**config.mk**
```make
export PLATFORM = sky130hd
export DESIGN_NAME = iobt_cell
export DESIGN_NICKNAME = d
export VERILOG_FILES = /design/src/hw/rtl/iobt_pkg.sv /design/src/hw/rtl/iobt_cell.sv
export SDC_FILE = /design/constraint.sdc
export NUM_CORES = 1
export LEC_CHECK = 0
export BUFFER_PORTS_ARGS = -buffer_cell sky130_fd_sc_hd__buf_4
export CAP_MARGIN = 20
export CELL_PAD_IN_SITES_DETAIL_PLACEMENT = 0
export CELL_PAD_IN_SITES_GLOBAL_PLACEMENT = 1
export CORE_MARGIN = 2
export CORE_UTILIZATION = 36
export CTS_CLUSTER_SIZE = 24
export DETAILED_ROUTE_END_ITERATION = 16
export PLACE_DENSITY_LB_ADDON = 0.15
export SETUP_SLACK_MARGIN = 0.3
export SYNTH_ARGS = -nofsm -noshare
export SYNTH_HDL_FRONTEND = slang
export SYNTH_SLANG_ARGS = --single-unit
```
**constraint.sdc**
```tcl
create_clock -name i_clk -period 3.6 [get_ports i_clk]
set_clock_uncertainty 0.15 [all_clocks]
set_input_delay 0.36 -clock i_clk [delete_from_list [all_inputs] [get_ports i_clk]]
set_output_delay 0.36 -clock i_clk [all_outputs]
set_load 0.02 [all_outputs]
```
**src/hw/rtl/iobt_pkg.sv**
```systemverilog
// Package for the interval booking table: sizes, status codes and entry type.
`default_nettype none

package iobt_pkg;

    // Number of table entries (cells in the chain)
    localparam int MAX_BOOKINGS = 64;
    localparam int CNT_W        = $clog2(MAX_BOOKINGS + 1);
    localparam int TIME_W       = 32;

    // Result codes
    typedef enum logic [1:0] {
        ST_BOOKED  = 2'd0,
        ST_OVERLAP = 2'd1,
        ST_FULL    = 2'd2
    } t_status;

    // One half-open interval with its precomputed non-empty flag
    typedef struct packed {
        logic [TIME_W-1:0] start_time;
        logic [TIME_W-1:0] end_time;
        logic              nonempty;
    } t_entry;

endpackage

`default_nettype wire

```
**src/hw/rtl/iobt_cell.sv**
```systemverilog
// One table cell: holds an interval, checks it against the request, shifts on insert.
`default_nettype none

module iobt_cell
    import iobt_pkg::*;
(
    input  wire logic   i_clk,
    input  wire logic   i_shift,
    input  wire t_entry i_entry,
    output t_entry      o_entry,
    input  wire logic   i_valid,
    input  wire t_entry i_req,
    output logic        o_hit
);

    t_entry r_entry;
    logic   r_hit;

    // Take the neighbor's entry when a new interval is pushed into the chain
    always_ff @(posedge i_clk) begin
        if (i_shift) begin
            r_entry <= i_entry;
        end
    end

    // Overlap: both non-empty and each start lies below the other's end
    always_ff @(posedge i_clk) begin
        r_hit <= i_valid && r_entry.nonempty && i_req.nonempty
                 && (r_entry.start_time < i_req.end_time)
                 && (i_req.start_time < r_entry.end_time);
    end

    assign o_entry = r_entry;
    assign o_hit   = r_hit;

endmodule

`default_nettype wire

```
==> qor.yml <==
startpoint: "o_entry[18]$_DFFE_PP_"
critPathMaxStageDelay_ps: 380
cts_max_level: 3
worst-path-max-fanout: 2
ys_ff_latch: 66
cp.required_ps: 3680
hold_path_depth: 1
drt_iter0_drc: 55
overflow: 0
min-delay-start: "i_entry[3]"
max_slew_margin_pct: 41.7
peakVddDrop_mv: 0.192
synth_area_um2: 3550
r2r_start: "o_entry[18]$_DFFE_PP_"
synthCells: 285
worst_slew_pin_slew_ps: 875
grt_use_met3_pct: 7.33
gp_congestion: 0.740
critPathKind: "register to register"
dieArea_um2: 10700
reg2reg_depth: 7
area_growth_pct: 51.4
root_buffer: "clkbuf_8"
synth_nets: 480
rrSetupSlack_ps: 1230
ios: 199
synth_top_area_share_pct: 55.0
syn_area_per_cell_um2: 12.4
nNetsFinal: 689
rr_endpoint: "o_hit$_DFF_P_"
antenna_cells: 0
design.core.area_um2: 9680
dr.pass1.iters: 4
crit_path_start_kind: "register"
crit_chain: "inv_1 > ha_1 > a21o_1 > a221o_1 > a2111oi_4 > o221ai_2 > a2111oi_2"
synth_warnings: 0
initial_utilization_pct: 36.6
drv_cap: 0
synth_seq_area_share_pct: 55.6
cp_slowest_cell: "a2111oi_4"
slew_viol_final: 0
avgViaCountPerCell: 4.47
cts_buffers: 9
grt_max_degree: 66
cts_resized: 0
postCtsSetupBuffers: 0
fmaxAchievable_mhz: 421
drc: 0
fp-row-count: 36
crit_arrival_ps: 2450
drive_above_1_share_pct: 42.5
busiest_layer: "met2"
drt_wl_total_um: 8760
path_clk_slew_ps: 70
final_antenna_net_count: 0
clock_latency_ps: 340
status: "completed"
synth_area_leaders: "edfxtp_1 55%, ha_1 22%, inv_1 6.7%, a21oi_1 2.8%, nand2_1 1.9%"
grt_pass1_vias: 2907
tritoncts: "built"
clock_sinks: 66
period_needed_ps: 2370
grt_antenna_before_repair: 0
crit_path_end_kind: "register"
cts_buffer_depth: 2
hold_class: "input pin to register"
yosysTopAreaCell: "edfxtp_1"
vias: 2828
use_met2_pct: 27.1
die_width_um: 103
finalSetupViolCount: 0
avgRoutedWirePerCell_um: 13.9
die_y_um: 103
grt_util_all_layers_pct: 16.7
io_buffer_count: 198
rsz0062_at_grt: "false"
ctsHoldBuffers: 0
hold_violations: 0
finalSetupTns_ps: 0
grt_util_met1_pct: 19.5
powerDensity_nw_per_um2: 368
grt_pass1_wl_um: 13100
power_leakage_nw: 2.68
hpwlAfterDp_um: 7210
whs_ps: 38.6
hold_end: "o_entry[3]$_DFFE_PP_"
min_period_over_period_pct: 65.9
synth_cell_type_count: 29
==> Yosys cell counts <==
master,n
edfxtp_1,65
inv_1,63
ha_1,62
a21oi_1,20
nand2_1,18
nand4_1,9
o21ai_0,7
a21o_1,5
nor2_1,5
nand2b_1,4
nand3_1,4
a2111o_1,2
a22oi_1,2
a31oi_1,2
nor3_1,2
nor4_1,2
a2111oi_2,1
a2111oi_4,1
a211oi_1,1
a221o_1,1
a221oi_1,1
a32oi_1,1
and2_0,1
and4_1,1
dfxtp_1,1
o2111ai_1,1
o21a_1,1
o221ai_2,1
o22ai_1,1
==> report_power, final <==
part / switching (W) / leakage (nW) / total, W / internal (W)
combinational: 0.000230 / 1.95 / 0.000472 / 0.000242
sequential: 0.0000330 / 0.644 / 0.000947 / 0.000914
clock: 0.000268 / 0.0850 / 0.000558 / 0.000290
==> worst max path at each step <==
stage,endpoint,slack (ps),depth (start not counted)
floorplan,o_hit$_DFF_P_,1240,7
global placement,o_hit$_DFF_P_,1160,7
detailed placement,o_hit$_DFF_P_,1150,7
CTS,o_hit$_DFF_P_,1190,7
global route,o_hit$_DFF_P_,1070,7
finish,o_hit$_DFF_P_,1230,7
==> sequential cells by signal (all words and copies together), names as in the netlist <==
| signal | flops |
|---|---|
| o_entry | 65 |
| o_hit | 1 |
==> logic make-up (layout without fill, tap and decap cells) <==
logic type      count (synthesis)  in the layout  share of synthesized area, %
fa+ha+maj                      62             62                          21.9
compound gates                 48             48                          9.52
buf+inv                        63            277                          6.67
simple gates                   46             46                          6.35
flops                          66             66                          55.6
==> routing by layer <==
| layer | up-vias | part of all wire, % |
|---|---|---|
| met2 | 115 | 49 |
| met5 | - | 0 |
| li1 | 1444 | - |
| met3 | 9 | 9.7 |
| met1 | 1260 | 40 |
| met4 | 0 | 1.5 |
==> worst max-delay path: cells and delay by family, from the launching register on <==
kind,cells,cell delay [ps]
buf+inv,1,50
compound gates,5,1420
fa+ha+maj,1,300
flops,1,350
==> stage by stage <==
step                      power [W]  setup WS [ps]  instance area, um^2  std cells  utilization (%)
final                       0.00198           1230                 5370        632             55.5
after global placement      0.00143           1160                 5200        616             53.7
after global routing        0.00210           1070                 5370        632             55.5
after CTS                   0.00201           1190                 5370        632             55.5
after detailed placement    0.00144           1150                 5200        616             53.7
after floorplan             0.00118           1240                 3550        285                -
==> layout make-up <==
| class | instances | area [um^2] |
|---|---|---|
| timing repair buffer | 198 | 1490 |
| fill | 886 | 4310 |
| sequential | 66 | 1970 |
| clock buffer | 16 | 170 |
| multi-input combinational | 156 | 1340 |
| inverter | 63 | 236 |
| tap | 133 | 166 |
==> cell usage in the layout, fill, tap and decap left out, types with 2 or more instances in the layout <==
cell | Yosys | layout
a21o_1 | 5 | 5
edfxtp_1 | 65 | 65
nand3_1 | 4 | 4
a2111o_1 | 2 | 2
clkbuf_8 | 0 | 11
nand2_1 | 18 | 18
nand2b_1 | 4 | 4
buf_4 | 0 | 198
a22oi_1 | 2 | 2
nor2_1 | 5 | 5
clkbuf_1 | 0 | 5
ha_1 | 62 | 62
a21oi_1 | 20 | 20
nor4_1 | 2 | 2
o21ai_0 | 7 | 7
inv_1 | 63 | 63
nor3_1 | 2 | 2
nand4_1 | 9 | 9
a31oi_1 | 2 | 2
(Power assumes the default switching activity.)
